==> config.mk <==
export PLATFORM = sky130hd
export DESIGN_NAME = kmp_stream_matcher_unit
export DESIGN_NICKNAME = d
export VERILOG_FILES = /design/src/rtl/core/kmp_pkg.sv /design/src/rtl/core/kmp_stream_matcher_unit.sv /design/src/rtl/core/kmp_table.sv /design/src/rtl/core/kmp_front.sv /design/src/rtl/core/kmp_queue.sv /design/src/rtl/core/kmp_back.sv
export SDC_FILE = /design/constraint.sdc
export NUM_CORES = 1
export LEC_CHECK = 0
export BUFFER_PORTS_ARGS = -buffer_cell sky130_fd_sc_hd__buf_2
export CAP_MARGIN = 20
export CORE_AREA = 2 2 244 246
export DETAILED_ROUTE_END_ITERATION = 12
export DIE_AREA = 0 0 246 248
export PLACE_DENSITY = 0.69
export SLEW_MARGIN = 10
export SYNTH_ARGS = -nofsm -noshare
export SYNTH_HDL_FRONTEND = slang
export SYNTH_SLANG_ARGS = --single-unit
==> constraint.sdc <==
create_clock -name clk_i -period 23.3 [get_ports clk_i]
set_input_delay 6.99 -clock clk_i [delete_from_list [all_inputs] [get_ports clk_i]]
set_output_delay 6.99 -clock clk_i [all_outputs]
set_load 0.01 [all_outputs]
==> src/rtl/core/kmp_pkg.sv <==
// ----------------------------------------------------------------------------
// kmp_pkg
// Shared types and constants of the streaming pattern matcher.
// ----------------------------------------------------------------------------
package kmp_pkg;

  localparam int CfgIdxW  = 2;
  localparam int CfgDataW = 64;
  localparam int PosW     = 32;
  localparam int LenFldW  = 5;

  localparam logic [CfgIdxW-1:0] CfgPatLow  = 2'd0;
  localparam logic [CfgIdxW-1:0] CfgPatHigh = 2'd1;
  localparam logic [CfgIdxW-1:0] CfgPatLen  = 2'd2;

  typedef struct packed {
    logic [7:0]      text_byte;
    logic            start;
    logic [PosW-1:0] pos;
  } kmp_item_t;

  typedef struct packed {
    logic building;
    logic clear;
  } kmp_stat_t;

endpackage

==> src/rtl/core/kmp_stream_matcher_unit.sv <==
// ----------------------------------------------------------------------------
// kmp_stream_matcher_unit
// Streaming pattern matcher: reports where a pattern of up to MAX_PATTERN
// bytes starts in a byte stream, overlapping matches included.
// ----------------------------------------------------------------------------
// Text bytes enter on the in channel, one byte per beat, with a flag that
// marks the first byte of a new text. Each full match yields one beat on
// the out channel carrying the 0-based start index; other bytes yield none.
// The pattern and its length are set through the write port; the failure
// table is built from them. Every write to the pattern or length registers
// rebuilds the failure table, and the input stalls meanwhile.
// An accepted byte waits in a two-entry queue; the matcher then follows
// failure links one step at a time until the byte matches or no link is
// left, and then takes the byte off the queue. A match start is registered
// in the output register as its last byte leaves the queue.
// After reset the length is zero and no match is reported. While the
// receiver stalls, the result is held, the matcher stops on its next match
// and the queue fills, after which the input stalls.
// ----------------------------------------------------------------------------
module kmp_stream_matcher_unit #(
  parameter int MAX_PATTERN = 16
) (
  input  logic                         clk_i,
  input  logic                         rst_ni,
  input  logic                         cfg_we_i,
  input  logic [kmp_pkg::CfgIdxW-1:0]  cfg_index_i,
  input  logic [kmp_pkg::CfgDataW-1:0] cfg_wdata_i,
  input  logic                         in_valid_i,
  output logic                         in_stall_o,
  input  logic [7:0]                   text_byte_i,
  input  logic                         start_of_text_i,
  output logic                         out_valid_o,
  input  logic                         out_stall_i,
  output logic [kmp_pkg::PosW-1:0]     match_start_o
);
  import kmp_pkg::*;

  localparam int IW = $clog2(MAX_PATTERN);
  localparam int CW = $clog2(MAX_PATTERN + 1);

  kmp_stat_t     stat;
  kmp_item_t     push_item, head_item;
  logic          push, pop, q_full, q_empty;
  logic [IW-1:0] rd_idx, link, last_link, matched;
  logic [7:0]    pat_byte;
  logic [CW-1:0] len;

  kmp_table #(.MAX_PATTERN(MAX_PATTERN)) u_table (
    .clk_i       (clk_i),
    .rst_ni      (rst_ni),
    .cfg_we_i    (cfg_we_i),
    .cfg_index_i (cfg_index_i),
    .cfg_wdata_i (cfg_wdata_i),
    .rd_idx_i    (rd_idx),
    .pat_byte_o  (pat_byte),
    .link_o      (link),
    .len_o       (len),
    .last_link_o (last_link),
    .stat_o      (stat)
  );

  kmp_front u_front (
    .clk_i           (clk_i),
    .rst_ni          (rst_ni),
    .in_valid_i      (in_valid_i),
    .text_byte_i     (text_byte_i),
    .start_of_text_i (start_of_text_i),
    .in_stall_o      (in_stall_o),
    .q_full_i        (q_full),
    .stat_i          (stat),
    .push_o          (push),
    .item_o          (push_item)
  );

  kmp_queue u_queue (
    .clk_i   (clk_i),
    .rst_ni  (rst_ni),
    .push_i  (push),
    .item_i  (push_item),
    .pop_i   (pop),
    .item_o  (head_item),
    .full_o  (q_full),
    .empty_o (q_empty)
  );

  kmp_back #(.MAX_PATTERN(MAX_PATTERN)) u_back (
    .clk_i         (clk_i),
    .rst_ni        (rst_ni),
    .q_empty_i     (q_empty),
    .item_i        (head_item),
    .pop_o         (pop),
    .stat_i        (stat),
    .len_i         (len),
    .last_link_i   (last_link),
    .pat_byte_i    (pat_byte),
    .link_i        (link),
    .rd_idx_o      (rd_idx),
    .matched_o     (matched),
    .out_valid_o   (out_valid_o),
    .out_stall_i   (out_stall_i),
    .match_start_o (match_start_o)
  );

  a_build_blocks_input : assert property (@(posedge clk_i) disable iff (!rst_ni)
    stat.building |-> in_stall_o)
    else $error("input accepted while the failure table is rebuilt");

  a_matched_below_len : assert property (@(posedge clk_i) disable iff (!rst_ni)
    (len != '0) |-> (CW'(matched) < len))
    else $error("matched length reached the pattern length");

  a_match_needs_item : assert property (@(posedge clk_i) disable iff (!rst_ni)
    $rose(out_valid_o) |-> $past(!q_empty))
    else $error("match reported without a queued byte");

  a_no_pop_empty : assert property (@(posedge clk_i) disable iff (!rst_ni)
    pop |-> !q_empty)
    else $error("queue popped while empty");

endmodule

==> src/rtl/core/kmp_table.sv <==
// ----------------------------------------------------------------------------
// kmp_table
// Configuration registers, pattern store and failure table builder.
// ----------------------------------------------------------------------------
module kmp_table #(
  parameter int  MAX_PATTERN = 16,
  localparam int IW          = $clog2(MAX_PATTERN),
  localparam int CW          = $clog2(MAX_PATTERN + 1)
) (
  input  logic                         clk_i,
  input  logic                         rst_ni,
  input  logic                         cfg_we_i,
  input  logic [kmp_pkg::CfgIdxW-1:0]  cfg_index_i,
  input  logic [kmp_pkg::CfgDataW-1:0] cfg_wdata_i,
  input  logic [IW-1:0]                rd_idx_i,
  output logic [7:0]                   pat_byte_o,
  output logic [IW-1:0]                link_o,
  output logic [CW-1:0]                len_o,
  output logic [IW-1:0]                last_link_o,
  output kmp_pkg::kmp_stat_t           stat_o
);
  import kmp_pkg::*;

  typedef enum logic {StIdle, StBuild} state_e;

  state_e        state_q, state_d;
  logic [7:0]    pat_q [MAX_PATTERN];
  logic [7:0]    pat_d [MAX_PATTERN];
  logic [7:0]    sh_q  [MAX_PATTERN];
  logic [7:0]    sh_d  [MAX_PATTERN];
  logic [IW-1:0] ft_q  [MAX_PATTERN];
  logic [CW-1:0] len_q, len_d;
  logic [CW-1:0] k_q, k_d;
  logic [IW-1:0] plen_q, plen_d;
  logic [IW-1:0] last_q, last_d;
  logic          cfg_hit;
  logic [IW-1:0] rd_idx;
  logic [7:0]    pat_rd;
  logic [IW-1:0] link_rd;
  logic          eq;
  logic [IW-1:0] nl;
  logic          ft_we;
  logic [LenFldW-1:0] wlen;

  assign cfg_hit = cfg_we_i && (cfg_index_i == CfgPatLow || cfg_index_i == CfgPatHigh ||
                                cfg_index_i == CfgPatLen);
  assign wlen    = cfg_wdata_i[LenFldW-1:0];

  assign rd_idx  = (state_q == StBuild) ? plen_q : rd_idx_i;
  assign pat_rd  = pat_q[rd_idx];
  assign link_rd = ft_q[rd_idx - 1'b1];
  assign eq      = (sh_q[0] == pat_rd);
  assign nl      = plen_q + IW'(eq);

  always_comb begin
    for (int i = 0; i < MAX_PATTERN; i++) begin
      pat_d[i] = pat_q[i];
      if (cfg_we_i && cfg_index_i == CfgPatLow && i < 8) begin
        pat_d[i] = cfg_wdata_i[(i % 8) * 8 +: 8];
      end
      if (cfg_we_i && cfg_index_i == CfgPatHigh && i >= 8) begin
        pat_d[i] = cfg_wdata_i[(i % 8) * 8 +: 8];
      end
    end
  end

  always_comb begin
    state_d = state_q;
    len_d   = len_q;
    k_d     = k_q;
    plen_d  = plen_q;
    last_d  = last_q;
    ft_we   = 1'b0;
    for (int i = 0; i < MAX_PATTERN; i++) begin
      sh_d[i] = sh_q[i];
    end
    if (cfg_hit) begin
      state_d = StBuild;
      k_d     = CW'(1);
      plen_d  = '0;
      last_d  = '0;
      if (cfg_index_i == CfgPatLen) begin
        len_d = (wlen > LenFldW'(MAX_PATTERN)) ? CW'(MAX_PATTERN) : CW'(wlen);
      end
      for (int i = 0; i < MAX_PATTERN - 1; i++) begin
        sh_d[i] = pat_d[i + 1];
      end
      sh_d[MAX_PATTERN-1] = '0;
    end else if (state_q == StBuild) begin
      if (k_q >= len_q) begin
        state_d = StIdle;
      end else if (plen_q != '0 && !eq) begin
        plen_d = link_rd;
      end else begin
        ft_we  = 1'b1;
        plen_d = nl;
        k_d    = k_q + 1'b1;
        if (k_q == len_q - 1'b1) begin
          last_d = nl;
        end
        for (int i = 0; i < MAX_PATTERN - 1; i++) begin
          sh_d[i] = sh_q[i + 1];
        end
        sh_d[MAX_PATTERN-1] = '0;
      end
    end
  end

  always_ff @(posedge clk_i or negedge rst_ni) begin
    if (!rst_ni) begin
      state_q <= StIdle;
      len_q   <= '0;
      k_q     <= '0;
      plen_q  <= '0;
      last_q  <= '0;
      for (int i = 0; i < MAX_PATTERN; i++) begin
        pat_q[i] <= '0;
        sh_q[i]  <= '0;
        ft_q[i]  <= '0;
      end
    end else begin
      state_q <= state_d;
      len_q   <= len_d;
      k_q     <= k_d;
      plen_q  <= plen_d;
      last_q  <= last_d;
      for (int i = 0; i < MAX_PATTERN; i++) begin
        pat_q[i] <= pat_d[i];
        sh_q[i]  <= sh_d[i];
      end
      if (ft_we) begin
        ft_q[k_q[IW-1:0]] <= nl;
      end
    end
  end

  assign pat_byte_o     = pat_rd;
  assign link_o         = link_rd;
  assign len_o          = len_q;
  assign last_link_o    = last_q;
  assign stat_o.building = (state_q == StBuild);
  assign stat_o.clear    = cfg_hit;

endmodule

==> src/rtl/core/kmp_front.sv <==
// ----------------------------------------------------------------------------
// kmp_front
// Input side: takes text beats, tracks the saturating text position.
// ----------------------------------------------------------------------------
module kmp_front (
  input  logic               clk_i,
  input  logic               rst_ni,
  input  logic               in_valid_i,
  input  logic [7:0]         text_byte_i,
  input  logic               start_of_text_i,
  output logic               in_stall_o,
  input  logic               q_full_i,
  input  kmp_pkg::kmp_stat_t stat_i,
  output logic               push_o,
  output kmp_pkg::kmp_item_t item_o
);
  import kmp_pkg::*;

  logic [PosW-1:0] bp_q, bp_d;
  logic [PosW-1:0] pos;

  assign in_stall_o = q_full_i || stat_i.building;
  assign push_o     = in_valid_i && !in_stall_o;
  assign pos        = start_of_text_i ? '0 : bp_q;
  assign bp_d       = (pos == '1) ? pos : pos + 1'b1;

  assign item_o.text_byte = text_byte_i;
  assign item_o.start     = start_of_text_i;
  assign item_o.pos       = pos;

  always_ff @(posedge clk_i or negedge rst_ni) begin
    if (!rst_ni) begin
      bp_q <= '0;
    end else if (push_o) begin
      bp_q <= bp_d;
    end
  end

endmodule

==> src/rtl/core/kmp_queue.sv <==
// ----------------------------------------------------------------------------
// kmp_queue
// Two-entry queue between the input side and the matcher.
// ----------------------------------------------------------------------------
module kmp_queue (
  input  logic               clk_i,
  input  logic               rst_ni,
  input  logic               push_i,
  input  kmp_pkg::kmp_item_t item_i,
  input  logic               pop_i,
  output kmp_pkg::kmp_item_t item_o,
  output logic               full_o,
  output logic               empty_o
);
  import kmp_pkg::*;

  kmp_item_t  mem_q [2];
  logic       wr_q, rd_q;
  logic [1:0] cnt_q;

  assign item_o  = mem_q[rd_q];
  assign full_o  = (cnt_q == 2'd2);
  assign empty_o = (cnt_q == 2'd0);

  always_ff @(posedge clk_i) begin
    if (push_i) begin
      mem_q[wr_q] <= item_i;
    end
  end

  always_ff @(posedge clk_i or negedge rst_ni) begin
    if (!rst_ni) begin
      wr_q  <= 1'b0;
      rd_q  <= 1'b0;
      cnt_q <= '0;
    end else begin
      if (push_i) begin
        wr_q <= ~wr_q;
      end
      if (pop_i) begin
        rd_q <= ~rd_q;
      end
      cnt_q <= cnt_q + 2'(push_i) - 2'(pop_i);
    end
  end

endmodule

==> src/rtl/core/kmp_back.sv <==
// ----------------------------------------------------------------------------
// kmp_back
// Matcher: walks failure links one step a cycle while no table rebuild runs, and reports match starts.
// ----------------------------------------------------------------------------
module kmp_back #(
  parameter int  MAX_PATTERN = 16,
  localparam int IW          = $clog2(MAX_PATTERN),
  localparam int CW          = $clog2(MAX_PATTERN + 1)
) (
  input  logic                       clk_i,
  input  logic                       rst_ni,
  input  logic                       q_empty_i,
  input  kmp_pkg::kmp_item_t         item_i,
  output logic                       pop_o,
  input  kmp_pkg::kmp_stat_t         stat_i,
  input  logic [CW-1:0]              len_i,
  input  logic [IW-1:0]              last_link_i,
  input  logic [7:0]                 pat_byte_i,
  input  logic [IW-1:0]              link_i,
  output logic [IW-1:0]              rd_idx_o,
  output logic [IW-1:0]              matched_o,
  output logic                       out_valid_o,
  input  logic                       out_stall_i,
  output logic [kmp_pkg::PosW-1:0]   match_start_o
);
  import kmp_pkg::*;

  logic [IW-1:0]   j_q, j_d;
  logic            busy_q, busy_d;
  logic [IW-1:0]   jcur;
  logic [CW-1:0]   jn;
  logic            eq;
  logic            go;
  logic            out_free;
  logic            emit;
  logic            out_valid_q;
  logic [PosW-1:0] match_q;

  assign jcur     = (!busy_q && item_i.start) ? '0 : j_q;
  assign rd_idx_o = jcur;
  assign eq       = (item_i.text_byte == pat_byte_i);
  assign jn       = CW'(jcur) + CW'(eq);
  assign go       = !q_empty_i && !stat_i.building;
  assign out_free = !out_valid_q || !out_stall_i;

  always_comb begin
    j_d    = j_q;
    busy_d = busy_q;
    pop_o  = 1'b0;
    emit   = 1'b0;
    if (stat_i.clear) begin
      j_d    = '0;
      busy_d = 1'b0;
    end else if (go) begin
      if (len_i == '0) begin
        j_d    = '0;
        busy_d = 1'b0;
        pop_o  = 1'b1;
      end else if (jcur != '0 && !eq) begin
        j_d    = link_i;
        busy_d = 1'b1;
      end else if (jn == len_i) begin
        if (out_free) begin
          emit   = 1'b1;
          j_d    = last_link_i;
          busy_d = 1'b0;
          pop_o  = 1'b1;
        end else begin
          j_d    = jcur;
          busy_d = 1'b1;
        end
      end else begin
        j_d    = jn[IW-1:0];
        busy_d = 1'b0;
        pop_o  = 1'b1;
      end
    end
  end

  always_ff @(posedge clk_i or negedge rst_ni) begin
    if (!rst_ni) begin
      j_q         <= '0;
      busy_q      <= 1'b0;
      out_valid_q <= 1'b0;
    end else begin
      j_q    <= j_d;
      busy_q <= busy_d;
      if (emit) begin
        out_valid_q <= 1'b1;
      end else if (!out_stall_i) begin
        out_valid_q <= 1'b0;
      end
    end
  end

  always_ff @(posedge clk_i) begin
    if (emit) begin
      match_q <= item_i.pos - (PosW'(len_i) - 1'b1);
    end
  end

  assign matched_o     = j_q;
  assign out_valid_o   = out_valid_q;
  assign match_start_o = match_q;

endmodule
==> key figures <==
STA
  – Part of the cycle the worst path needs: between 40% and 50%
  – Fin. Hold Viols: 0
  – Setup TNS: 0 ns
  – Worst slew pin tran: between 1 and 1.5 ns
  – Fmax achieved: 0.1004 GHz
  – Tmin final: 9.962 ns
  – Final setup vio count: 0
  – Clock skew: between 0.03 and 0.04 ns
  – Final Slew Violations: 0
  – Post-route setup slack: 13.34 ns
  – Unrepaired setup endpoints after global routing: no
  – Hold slack: a little under 0.5 ns
  – Max-slew headroom at the worst pin: 21.46%

Route
  – Vias: 21.60k
  – Antenna viol nets, final: 0
  – Post-Route WL: between 80000 and 90000 um
  – Average wire per standard cell: ~24 um
  – Drt first pass iters: 5
  – Via/cell ratio: 6.493
  – DR iter-0 viols: around 2.5k
  – DRC Markers: 0

Setup path
  – Setup crit end kind: flip-flop
  – Crit path kind: in2reg
  – FF-to-FF Start: u_queue.rd_q$_DFFE_PN0P_
  – R2R depth: 25
  – Worst setup path end: u_front.bp_q[30]$_DFFE_PN0P_
  – Setup slack, reg-to-reg: 15.16 ns
  – Crit Path Max Fanout: 55
  – Crit path from: start_of_text_i
  – Crit path arrival time: between 10 and 15 ns
  – Setup crit start kind: input port
  – R2r endpoint: u_queue.cnt_q[1]$_DFF_PN0_
  – Worst EP required: between 20 and 25 ns

Final layout
  – Synth-to-layout area growth: 10.91%
  – Share of layout cells above drive strength 1: around a fifth
  – Final Core Density: between 50% and 60%
  – Final #Nets: between 2k and 3k
  – Fill count: 5095

GRT
  – Initial antenna violation count: 1
  – Vias in the first global route: between 20k and 25k
  – GR Overflow Total: 0
  – Total GRT Usage: 26.16%
  – First-pass GRT wire length: 125100 um
  – Largest net degree at the start of global routing: 178

Yosys
  – Synth Register Bits: slightly below 500
  – EDFF count, synth: ~110
  – Cell Area, Synth: 27210 um2
  – Most area-hungry cell type in the Yosys netlist: dfrtp_1
  – Syn Nets: 2646
  – Mapped Avg Cell Area: around 11 um2
  – Yosys cell types: 89
  – Synth async-reset ratio: 76.59%
  – Main synth FF type: dfrtp_1
  – Post-synth top area share: 34.30%
  – Synth warnings: 0
  – Post-synthesis sequential area ratio: 46.88%
  – Top post-synthesis cells by area: dfrtp_1 34%, edfxtp_1 13%, mux2_2 9.4%
  – Synthesized instance count: 2516

Placed design
  – Place WS: 12.72 ns
  – PortBufs: roughly 110
  – Post-DP HPWL: 51980 um
  – Gpl congestion: 0.9228

Floorplan
  – Die height: 248 um
  – Cell Rows: 89
  – Die Wd: 246 um
  – Die area: 61010 um2
  – Initial Util: between 40% and 50%
  – Core area: 58460 um2
  – I/O pin count: 114

Clock network
  – H-tree depth: 2
  – Clk pin slew, worst setup/hold paths: 0.06 ns
  – Worst-Skew Late Latency: 0.62 ns
  – Clk buf depth: 3
  – Post-CTS Resized: 0
  – CTS Buf Count: 51
  – Hold_buf cts: 0
  – CTS tree: done
  – Post-CTS Setup Bufs: 0
  – Number of clock sinks: 487
  – CTS root buf: clkbuf_16

Hold path
  – Hold crit path type: reg2reg
  – Hold depth: 1

Pwr
  – Static leakage: 12.10 nW
  – Pwr dens: 139.0 nW/um2
  – VDD IR max: roughly 100 uV

Job
  – Max-cap check violation count: 0

Run status
  – Status: completed
==> layout by cell type (no fill, tap or decap), drive strengths merged, types with 81 or more instances in the layout <==
master	instances
a31oi	120
mux2i	81
nand4	138
edfxtp	114
nor2	167
buf	155
o31ai	116
mux2	233
dfrtp	373
nand2	152
==> area by class of cell <==
cell class	count	area (um2)	area share, %
well taps	773	967.2	3.205
multi-input cells	1780	13450	44.57
diodes	1	2.502	0.008292
flip-flops and latches	487	12770	42.30
repair buffers	155	947.2	3.138
clock buffers	76	1550	5.137
clock inverters	20	365.4	1.211
inverters	35	131.4	0.4353
==> cells by family (layout without fill, tap and decap cells) <==
group,after synthesis,after routing,share of synthesized area (%)
AO/OA/AOI/OAI,610,610,16.27
XOR/XNOR,83,83,2.671
adder cells (fa/ha/maj),50,50,2.327
buffers and inverters,249,286,4.023
flip-flops,487,487,46.88
multiplexers,331,331,14.06
other,0,1,0
AND/OR/NAND/NOR,706,706,13.78
==> synth_stat cells, drive strengths merged (5+ instances only) <==
cell type  number
mux4           17
nand3b          6
a2111oi         5
nor3           36
clkbuf        137
o21ai          59
o32ai           5
inv            34
o22ai           8
nand4         138
edfxtp        114
dfrtp         373
nor3b           7
o211ai          6
nand2b         16
nor2b          55
nor2          167
or4             6
a31oi         120
a21oi          65
a32oi           6
a221oi         21
ha             49
nand2         152
xnor2          41
a221o          54
o221ai          7
o2111ai         5
mux2i          81
a211oi         28
or2             7
and2           10
o31ai         116
o21bai          5
nand3          60
a21o           17
xor2           42
mux2          233
o21a            7
and3           24
or3             7
a22o           17
buf            77
a22oi          27
==> metrics by stage <==
| step | cells | cell area, um2 | power [mW] |
|---|---|---|---|
| 2_1_floorplan | 2516 | 27210 | 2.701 |
| 3_3_place_gp | 3225 | 28180 | 3.185 |
| 3_5_place_dp | 3226 | 28190 | 3.237 |
| 4_1_cts | 3322 | 30110 | 4.161 |
| 5_1_grt | 3326 | 30180 | 4.408 |
| 6_report | 3327 | 30180 | 4.194 |
==> routing by layer <==
layer	GRT usage [%]	part of all wire [%]	routed length, um
met1	36.25	43	34520
met2	41.18	46	37270
met3	3.990	7.2	5837
met4	10.61	3.8	3066
met5	0	0	0
==> registers in the layout (all words and copies together), names as in the netlist, 5 cells and up <==
name                  count
u_table.pat_q           128
u_queue.mem_q            82
u_table.ft_q             64
u_table.sh_q            120
u_table.len_o             5
u_table.k_q               5
u_back.match_start_o     32
u_front.bp_q             32
==> worst max-delay path: stages <==
cell and delay (ns):
buf_2 0.68, nor2b_1 0.25, ha_1 0.30, and3_1 0.18, and3_1 0.20, a31oi_1 0.35, nand2_1 0.15, nor3_1 0.66
nand2_1 0.21, nor2_1 0.21, and3_1 0.20, xnor2_1 0.11
==> worst min-delay path by stage <==
stage,start,to,slack [ns]
2_1_floorplan,u_table.ft_q[15]$_DFFE_PN0P_,u_table.ft_q[15]$_DFFE_PN0P_,0.45
3_3_place_gp,u_table.ft_q[35]$_DFFE_PN0P_,u_table.ft_q[35]$_DFFE_PN0P_,0.47
3_5_place_dp,u_table.ft_q[15]$_DFFE_PN0P_,u_table.ft_q[15]$_DFFE_PN0P_,0.47
4_1_cts,u_table.ft_q[15]$_DFFE_PN0P_,u_table.ft_q[15]$_DFFE_PN0P_,0.49
5_1_grt,u_table.ft_q[31]$_DFFE_PN0P_,u_table.ft_q[31]$_DFFE_PN0P_,0.51
6_report,u_table.ft_q[15]$_DFFE_PN0P_,u_table.ft_q[15]$_DFFE_PN0P_,0.48
==> power by group <==
group / switching (mW) / internal [mW] / total [mW] / leakage, nW
combinational: 1.32 / 0.678 / 2.00 / 5.47
sequential: 0.176 / 1.11 / 1.28 / 5.68
clock: 0.354 / 0.561 / 0.915 / 0.946
Power figures use the tool's default switching activity.
